===== config.mk =====
export PLATFORM = sky130hd
export DESIGN_NAME = sorted_table_insert_pop_max
export DESIGN_NICKNAME = d
export VERILOG_FILES = /design/src/rtl/core/stipm_pkg.sv /design/src/rtl/core/sorted_table_insert_pop_max.sv /design/src/rtl/core/stipm_cell.sv
export VERILOG_INCLUDE_DIRS = /design/src /design/src/rtl/core
export SDC_FILE = /design/constraint.sdc
export NUM_CORES = 2
export LEC_CHECK = 0
export BUFFER_PORTS_ARGS = -buffer_cell sky130_fd_sc_hd__buf_2
export CAP_MARGIN = 5
export CORE_MARGIN = 8
export CORE_UTILIZATION = 40
export CTS_BUF_LIST = sky130_fd_sc_hd__clkbuf_4 sky130_fd_sc_hd__clkbuf_8
export DETAILED_ROUTE_END_ITERATION = 6
export GPL_TIMING_DRIVEN = 0
export PLACE_DENSITY_LB_ADDON = 0.25
export SLEW_MARGIN = 20
export SYNTH_ARGS = -nofsm -noshare
export SYNTH_HDL_FRONTEND = slang
export SYNTH_HIERARCHICAL = 1
export SYNTH_SLANG_ARGS = --single-unit

===== constraint.sdc =====
create_clock -name i_clk -period 13.95 [get_ports i_clk]
set_clock_uncertainty 0.05 [all_clocks]
set_input_delay 2.79 -clock i_clk [delete_from_list [all_inputs] [get_ports i_clk]]
set_output_delay 2.79 -clock i_clk [all_outputs]
set_load 0.05 [all_outputs]

===== src/rtl/core/sorted_table_insert_pop_max_assert.svh =====
// Assertion macros for the sorted table
`ifndef SORTED_TABLE_INSERT_POP_MAX_ASSERT_SVH
`define SORTED_TABLE_INSERT_POP_MAX_ASSERT_SVH

// same-cycle implication
`define STIPM_ASSERT_SAME(label, clk, rst_n, pre, post) \
    label: assert property (@(posedge clk) disable iff (!(rst_n)) (pre) |-> (post)) \
        else $error("assertion failed");

// next-cycle implication
`define STIPM_ASSERT_NEXT(label, clk, rst_n, pre, post) \
    label: assert property (@(posedge clk) disable iff (!(rst_n)) (pre) |=> (post)) \
        else $error("assertion failed");

`endif


===== src/rtl/core/stipm_pkg.sv =====
package stipm_pkg;

    localparam int TABLE_DEPTH  = 16;
    localparam int KEY_BITS     = 64;
    localparam int PAYLOAD_BITS = 32;
    localparam int CNT_W        = $clog2(TABLE_DEPTH + 1);

    typedef logic [KEY_BITS-1:0]     t_key;
    typedef logic [PAYLOAD_BITS-1:0] t_payload;
    typedef logic [CNT_W-1:0]        t_count;

    typedef enum logic [1:0] {
        ST_DONE  = 2'd0,
        ST_FULL  = 2'd1,
        ST_EMPTY = 2'd2
    } t_status;

    localparam logic ACT_INSERT = 1'b0;
    localparam logic ACT_REMOVE = 1'b1;

    typedef struct packed {
        logic ins;
        logic rem;
        logic occ;
        logic tail;
    } t_cell_ctl;

endpackage


===== src/rtl/core/sorted_table_insert_pop_max.sv =====
// Sorted table with insert and pop-max, held as a chain of cells in descending key order.
// The result item is registered in the cycle after the input item is accepted.
// Throughput: one item per cycle while results are taken; every cell compares and shifts in the same cycle.
// Reset: synchronous active-low i_rst_n clears the entry count and the output valid.
// Cell contents are not cleared by reset; cells at or beyond the count never reach the output.
module sorted_table_insert_pop_max (
    input  logic        i_clk,
    input  logic        i_rst_n,
    input  logic        i_in_valid,
    output logic        o_in_ready,
    input  logic        i_action,
    input  logic [63:0] i_key,
    input  logic [31:0] i_payload,
    output logic        o_out_valid,
    input  logic        i_out_ready,
    output logic [1:0]  o_status,
    output logic [63:0] o_out_key,
    output logic [31:0] o_out_payload,
    output logic [4:0]  o_fill
);

    `include "sorted_table_insert_pop_max_assert.svh"

    localparam int DEPTH = stipm_pkg::TABLE_DEPTH;

    stipm_pkg::t_count   r_count, n_count;
    logic                r_out_valid;
    stipm_pkg::t_status  r_status, n_status;
    stipm_pkg::t_key     r_out_key, n_out_key;
    stipm_pkg::t_payload r_out_pay, n_out_pay;

    logic                accept, is_ins, is_rem, full, empty;
    stipm_pkg::t_key     new_key;
    stipm_pkg::t_payload new_pay;

    logic                w_mv       [DEPTH];
    stipm_pkg::t_key     w_key      [DEPTH];
    stipm_pkg::t_payload w_pay      [DEPTH];
    logic                w_left_mv  [DEPTH];
    stipm_pkg::t_key     w_left_key [DEPTH];
    stipm_pkg::t_payload w_left_pay [DEPTH];
    stipm_pkg::t_key     w_right_key[DEPTH];
    stipm_pkg::t_payload w_right_pay[DEPTH];
    stipm_pkg::t_cell_ctl w_ctl     [DEPTH];

    assign o_in_ready = !r_out_valid || i_out_ready;
    assign accept     = i_in_valid && o_in_ready;
    assign full       = (r_count == stipm_pkg::CNT_W'(DEPTH));
    assign empty      = (r_count == '0);
    assign is_ins     = accept && (i_action == stipm_pkg::ACT_INSERT) && !full;
    assign is_rem     = accept && (i_action == stipm_pkg::ACT_REMOVE) && !empty;
    assign new_key    = i_key[stipm_pkg::KEY_BITS-1:0];
    assign new_pay    = i_payload[stipm_pkg::PAYLOAD_BITS-1:0];

    for (genvar g = 0; g < DEPTH; g++) begin : g_cell
        if (g == 0) begin : g_first
            assign w_left_mv[g]  = 1'b0;
            assign w_left_key[g] = '0;
            assign w_left_pay[g] = '0;
        end else begin : g_mid
            assign w_left_mv[g]  = w_mv[g-1];
            assign w_left_key[g] = w_key[g-1];
            assign w_left_pay[g] = w_pay[g-1];
        end
        if (g == DEPTH - 1) begin : g_last
            assign w_right_key[g] = '0;
            assign w_right_pay[g] = '0;
        end else begin : g_body
            assign w_right_key[g] = w_key[g+1];
            assign w_right_pay[g] = w_pay[g+1];
        end

        assign w_ctl[g].ins  = is_ins;
        assign w_ctl[g].rem  = is_rem;
        assign w_ctl[g].occ  = stipm_pkg::CNT_W'(g) < r_count;
        assign w_ctl[g].tail = stipm_pkg::CNT_W'(g) == r_count;

        stipm_cell u_cell (
            .i_clk      (i_clk),
            .i_ctl      (w_ctl[g]),
            .i_new_key  (new_key),
            .i_new_pay  (new_pay),
            .i_left_mv  (w_left_mv[g]),
            .i_left_key (w_left_key[g]),
            .i_left_pay (w_left_pay[g]),
            .i_right_key(w_right_key[g]),
            .i_right_pay(w_right_pay[g]),
            .o_mv       (w_mv[g]),
            .o_key      (w_key[g]),
            .o_pay      (w_pay[g])
        );
    end

    always_comb begin
        n_count   = r_count;
        n_status  = stipm_pkg::ST_DONE;
        n_out_key = '0;
        n_out_pay = '0;
        unique case (i_action)
            stipm_pkg::ACT_INSERT: begin
                if (full) begin
                    n_status = stipm_pkg::ST_FULL;
                end else begin
                    n_count = r_count + stipm_pkg::CNT_W'(1);
                end
            end
            stipm_pkg::ACT_REMOVE: begin
                if (empty) begin
                    n_status = stipm_pkg::ST_EMPTY;
                end else begin
                    n_count   = r_count - stipm_pkg::CNT_W'(1);
                    n_out_key = w_key[0];
                    n_out_pay = w_pay[0];
                end
            end
            default: begin
                n_count = r_count;
            end
        endcase
    end

    always_ff @(posedge i_clk) begin
        if (!i_rst_n) begin
            r_count     <= '0;
            r_out_valid <= 1'b0;
        end else begin
            if (accept) begin
                r_count     <= n_count;
                r_out_valid <= 1'b1;
            end else if (i_out_ready) begin
                r_out_valid <= 1'b0;
            end
        end
        if (accept) begin
            r_status  <= n_status;
            r_out_key <= n_out_key;
            r_out_pay <= n_out_pay;
        end
    end

    assign o_out_valid   = r_out_valid;
    assign o_status      = r_status;
    assign o_out_key     = 64'(r_out_key);
    assign o_out_payload = 32'(r_out_pay);
    assign o_fill        = 5'(r_count);

    `STIPM_ASSERT_SAME(a_count_bound, i_clk, i_rst_n, 1'b1,
        r_count <= stipm_pkg::CNT_W'(DEPTH))
    `STIPM_ASSERT_NEXT(a_full_drop, i_clk, i_rst_n,
        accept && i_action == stipm_pkg::ACT_INSERT && full,
        o_status == stipm_pkg::ST_FULL && r_count == $past(r_count))
    `STIPM_ASSERT_NEXT(a_empty_rem, i_clk, i_rst_n,
        accept && i_action == stipm_pkg::ACT_REMOVE && empty,
        o_status == stipm_pkg::ST_EMPTY && o_out_key == '0 && r_count == '0)
    `STIPM_ASSERT_NEXT(a_ins_grow, i_clk, i_rst_n, is_ins,
        r_count == $past(r_count) + stipm_pkg::CNT_W'(1) && o_out_valid)

endmodule


===== src/rtl/core/stipm_cell.sv =====
module stipm_cell (
    input  logic                  i_clk,
    input  stipm_pkg::t_cell_ctl  i_ctl,
    input  stipm_pkg::t_key       i_new_key,
    input  stipm_pkg::t_payload   i_new_pay,
    input  logic                  i_left_mv,
    input  stipm_pkg::t_key       i_left_key,
    input  stipm_pkg::t_payload   i_left_pay,
    input  stipm_pkg::t_key       i_right_key,
    input  stipm_pkg::t_payload   i_right_pay,
    output logic                  o_mv,
    output stipm_pkg::t_key       o_key,
    output stipm_pkg::t_payload   o_pay
);

    stipm_pkg::t_key     r_key, n_key;
    stipm_pkg::t_payload r_pay, n_pay;

    assign o_mv  = i_ctl.occ && (r_key <= i_new_key);
    assign o_key = r_key;
    assign o_pay = r_pay;

    always_comb begin
        n_key = r_key;
        n_pay = r_pay;
        priority if (i_ctl.rem) begin
            n_key = i_right_key;
            n_pay = i_right_pay;
        end else if (i_ctl.ins) begin
            priority if (i_left_mv) begin
                n_key = i_left_key;
                n_pay = i_left_pay;
            end else if (o_mv || i_ctl.tail) begin
                n_key = i_new_key;
                n_pay = i_new_pay;
            end else begin
                n_key = r_key;
                n_pay = r_pay;
            end
        end else begin
            n_key = r_key;
            n_pay = r_pay;
        end
    end

    always_ff @(posedge i_clk) begin
        r_key <= n_key;
        r_pay <= n_pay;
    end

endmodule


# [Word level (Yosys, flattened, before mapping)]
# Index checks and enable logic that the tools add are counted.
[op_classes] muxes=130 n_reduce_logical=78 n_eq_ne=18 n_bitwise=1 order_cmp=32 addsub=2
[ops] operator="two-way mux 64 bit" n=61
[ops] operator="two-way mux 32 bit" n=61
[ops] operator="less-or-equal comparator 64 bit" n=16
[ops] operator="nonzero test 3 bit" n=14
[ops] operator="== test 4 x 5 -> 1 bit, first input constant" n=8
[ops] operator="less-than comparator 4 x 5 -> 1 bit, first input constant" n=8
[ops] operator="AND reduction 2 bit" n=16
[ops] operator="logical AND 1 bit" n=21
[ops] operator="== test 3 x 5 -> 1 bit, first input constant" n=4
[ops] operator="less-than comparator 3 x 5 -> 1 bit, first input constant" n=4
[ops] operator="logical OR 1 bit" n=17
[ops] operator="== test 2 x 5 -> 1 bit, first input constant" n=2
[ops] operator="less-than comparator 1 x 5 -> 1 bit, first input constant" n=2
[ops] operator="less-than comparator 2 x 5 -> 1 bit, first input constant" n=2
[ops] operator="two-way mux 5 bit" n=2
[ops] operator="one-hot mux 5 bit (2 select lines)" n=1
[ops] operator="nonzero test 2 bit" n=4
[ops] operator="adder 5 x 1 -> 5 bit, second input constant" n=1
[ops] operator="== test 1 x 5 -> 1 bit, first input constant" n=1
[ops] operator="== test 5 bit, second input constant" n=1
[ops] operator="logical NOT 5 bit" n=1
[ops] operator="subtractor 5 x 1 -> 5 bit, second input constant" n=1
[ops] operator="inequality test 2 bit, second input constant" n=2
[ops] operator="one-hot mux 2 bit (2 select lines)" n=1
[ops] operator="other kinds (6)" n=10
[word_totals] register_bits=1640 wordCells=298 input_bits=101 output_inout_bits=105

# [Depth between registers and ports, before layout]
[logic_depth] depth_word=7 ltp_mapped=13 ltp_nobuf=10

# [Hierarchy]
# The synthesis kept the hierarchy.
[modules_own_cells] module="stipm_cell" cells_per_inst=653 seq_area_each_um2=2882.8 n_inst=16 area_per_inst_um2=6531.3
[modules_own_cells] module="sorted_table_insert_pop_max" cells_per_inst=307 seq_area_each_um2=3062.9 n_inst=1 area_per_inst_um2=4324.1

# [Least setup slack after synthesis]
# Ideal clock, no wire load.
[synth_timing] path_type="in2reg" from="input i_out_ready" to="register g_cell[0].u_cell.r_key[0] (enable)" path_stages=5 t_arrival_ps=9097 slack_ps=4256 n_path_buf=0 setup_ps=547 t_required_ps=13353 path_cell_list="nand2b_1 > nand2_1 > nor3_1 > nand2_1 > o311ai_2"
[synth_via] elab_chain_cells=6 elab_cells_between_ends=9 cone_classes="reduce/logical: 9"
[synth_lines] element="from (decl)" line="sorted_table_insert_pop_max.sv:15" rtl="input logic i_out_ready,"
[synth_lines] element="logical OR 1 bit" line="sorted_table_insert_pop_max.sv:46" rtl="assign o_in_ready = !r_out_valid || i_out_ready;"
[synth_lines] element="logical AND 1 bit" line="sorted_table_insert_pop_max.sv:47" rtl="assign accept = i_in_valid && o_in_ready;"
[synth_lines] element="logical AND 1 bit (2 in a row)" line="sorted_table_insert_pop_max.sv:50" rtl="assign is_ins = accept && (i_action == stipm_pkg::ACT_INSERT) && !full;"
[synth_lines] element="named net is_ins" line="sorted_table_insert_pop_max.sv:32" rtl="logic accept, is_ins, is_rem, full, empty;"
[synth_lines] element="nonzero test 2 bit (no source line)"
[synth_lines] element="AND reduction 2 bit (no source line)"
[synth_lines] element="to (signal assigned)" line="stipm_cell.sv:47" rtl="r_key <= n_key;"
[synth_lines] element="to (decl)" line="stipm_cell.sv:16" rtl="stipm_pkg::t_key r_key, n_key;"
# The timed path passes the listed nets, and every way through them passes these cells.
# A chain may end at the register's enable or synchronous reset.

==> results.yml <==
placed_design:
  hpwl_um: 286000
  port-buffer-count: 204
  gp_congestion: 0.912
worst_setup_path:
  endpoint_kind: "flip-flop"
  crit_top_cell: "buf_6"
  cp_top_family: "buffers and inverters"
  reg2reg_depth: 17
  r2r_end: "g_cell[12].u_cell/o_pay[1]"
  crit_chain: "buf_2, inv_1, ha_1, nand4_1, nor4_1, nand4_2, and3_1, a32o_1, nor3b_1, clkbuf_2, buf_2, buf_2, o21ai_0, o311ai_4, buf_6, buf_6, buf_6, buf_6, buf_6"
  worstPathMaxFanout: 32
  worst_ep_required_time_ps: 14570
  regToRegStartpoint: "g_cell[11].u_cell/o_key[15]"
  crit_slowest_cell: "nor4_1"
  startpoint_type: "input pin"
  cp.arrival_ps: 9440
  r2r_slack_ps: 7160
  crit_type: "input pin to flip-flop"
  path_buf_inv: 10
  max_stage_delay_ps: 1010
yosys:
  synth_cells: 10800
  ys_warn_count: 6
  syn_avg_cell_area_sq_um: 10.1
  synth_area_sq_um: 109000
clocking:
  post_cts_buffers: 0
  holdBufCountCts: 0
  cts_max_path_buffers: 4
  cts_made_buffers: 316
  cts_tree: "done"
  cts-root-buf: "clkbuf_8"
  clkSinkCount: 1640
  cts_max_level: 5
  cts_resized: 0
  clk_latency_ps: 1050
  clkTransAtPathRegs_ps: 60
status:
  status: "complete, no violations"
finish:
  fillers: 25500
  layout_common_cells: "nand2_1, o21ai_0, edfxtp_1, mux2i_1, inv_1"
  layout_commonest_cell: "nand2_1"
  final_layout_size_suffix_gt1_share_pct: 8.97
  syn_to_final_growth_pct: 13.2
  nets: 12700
floorplan:
  dieArea_sq_um: 289000
  rows: 191
  die_h_um: 538
  core_area_sq_um: 271000
  start_util_pct: 40.2
  die_x_um: 538
  io_pins: 206
power_and_ir_drop:
  ir_drop_mv: 0.0896
  leakagePower_uw: 0.0470
  p_clk_share_pct: 28.1
  pwr-share-seq_pct: 42.8
  p_int_uw: 10900
  p_switching_uw: 6080
  p_total_uw: 17000
  combPwrFrac_pct: 29.1
  powerDensity_nw_per_um2: 138
  sw_frac_of_total_pct: 35.8
sta:
  setup_violations: 0
  maxSlewViolCount: 0
  slew_headroom_pct: 16.4
  tightest_slew_ps: 1250
  hold_viol: 0
  period_share_pct: 63.2
  rsz0062_at_grt: "no"
  fmax_mhz: 113
  setup-tns-final_ps: 0
  fin_crit_ps: 8820
global_routing:
  track_usage_pct: 24.2
  grt_max_degree: 68
  grt_overflow_total: 0
  antenna_found_initial: 23
  first_global_vias: 89800
  grt_pass1_wl_um: 539000
detailed_routing:
  first_pass_iters: 6
  vias_per_cell: 5.66
  dr.first_iter.drc_count: 7942
  wirelength_um: 362000
  postRouteAntennaNets: 0
  via_count: 87300
  wl_per_cell_um: 23.4
  drc: 0
hold_path:
  hold_depth: 2
  hp-start: "g_cell[15].u_cell/o_pay[12]"
  min_to: "g_cell[14].u_cell/o_pay[12]"
  min-delay-path-class: "flip-flop to flip-flop"
flow_run:
  drv_cap: 0
[power groups by stage]
stage	Clock, uW	Combinational (uW)	Sequential, uW
detailed placement	0	4850	7350
CTS	4870	4870	7260
finish	4760	4940	7270
global placement	0	4400	7560
floorplan	0	3010	7300
global route	5070	5390	7330
[routing by layer]
layer  up-vias  GRT usage, %  part of all wire (%)
li1      40400             -                     -
met1     43200          32.0                    43
met2      2914          38.7                    45
met3       695          4.10                   6.8
met4        10          11.3                   5.0
met5         -             0                 0.017
[cell type report]
type / instances / area (sq um) / share of cell area [%]
multi-input combinational: 7680 / 54400 / 44.2
sequential: 1640 / 49200 / 39.9
clock buffer: 419 / 5150 / 4.18
tap: 3570 / 4470 / 3.63
inverter: 1094 / 4110 / 3.34
timing repair buffer: 338 / 2840 / 2.30
buffer: 532 / 2150 / 1.74
clock inverter: 130 / 815 / 0.661
antenna: 25 / 62.6 / 0.0508
[per-stage QoR]
stage	utilization, %	hold slack, ps	worst slack (ps)	cells	area, sq um
2_1_floorplan	-	450	4260	10900	110000
4_1_cts	45.5	474	5410	15400	123000
3_3_place_gp	42.5	463	-218	14700	115000
6_report	45.5	478	5130	15400	123000
3_5_place_dp	43.3	467	4380	14900	117000
5_1_grt	45.5	503	5050	15400	123000
[worst register-to-register path: cells and delay by family, from the launching register on]
family,cells,cell delay [ps]
buffers and inverters,8,3010
and+or+nand+nor,5,1960
AOI/OAI and AO/OA,3,690
DFF,1,460
adders and majority gates,1,340
[how the worst max path moves through the flow]
stage / start / endpoint / slack (ps) / depth (start not counted)
after detailed placement: i_key[13] / g_cell[13].u_cell/o_pay[31] / 4380 / 19
after CTS: i_key[12] / g_cell[13].u_cell/o_pay[1] / 5410 / 19
final: i_key[15] / g_cell[12].u_cell/o_pay[1] / 5130 / 19
after floorplan: i_out_ready / g_cell[0].u_cell/o_key[0] / 4260 / 5
after global routing: i_key[14] / g_cell[13].u_cell/o_pay[1] / 5050 / 19
after global placement: i_action / g_cell[0].u_cell/o_pay[27] / -220 / 4
[sequential cells by signal, summed over array words and instances (netlist names)]
name	cells
g_cell.u_cell/o_key	1024
g_cell.u_cell/o_pay	512
o_out_key	64
o_out_payload	32
o_fill	5
o_status	2
o_out_valid	1
Power figures use the tool's default switching activity.
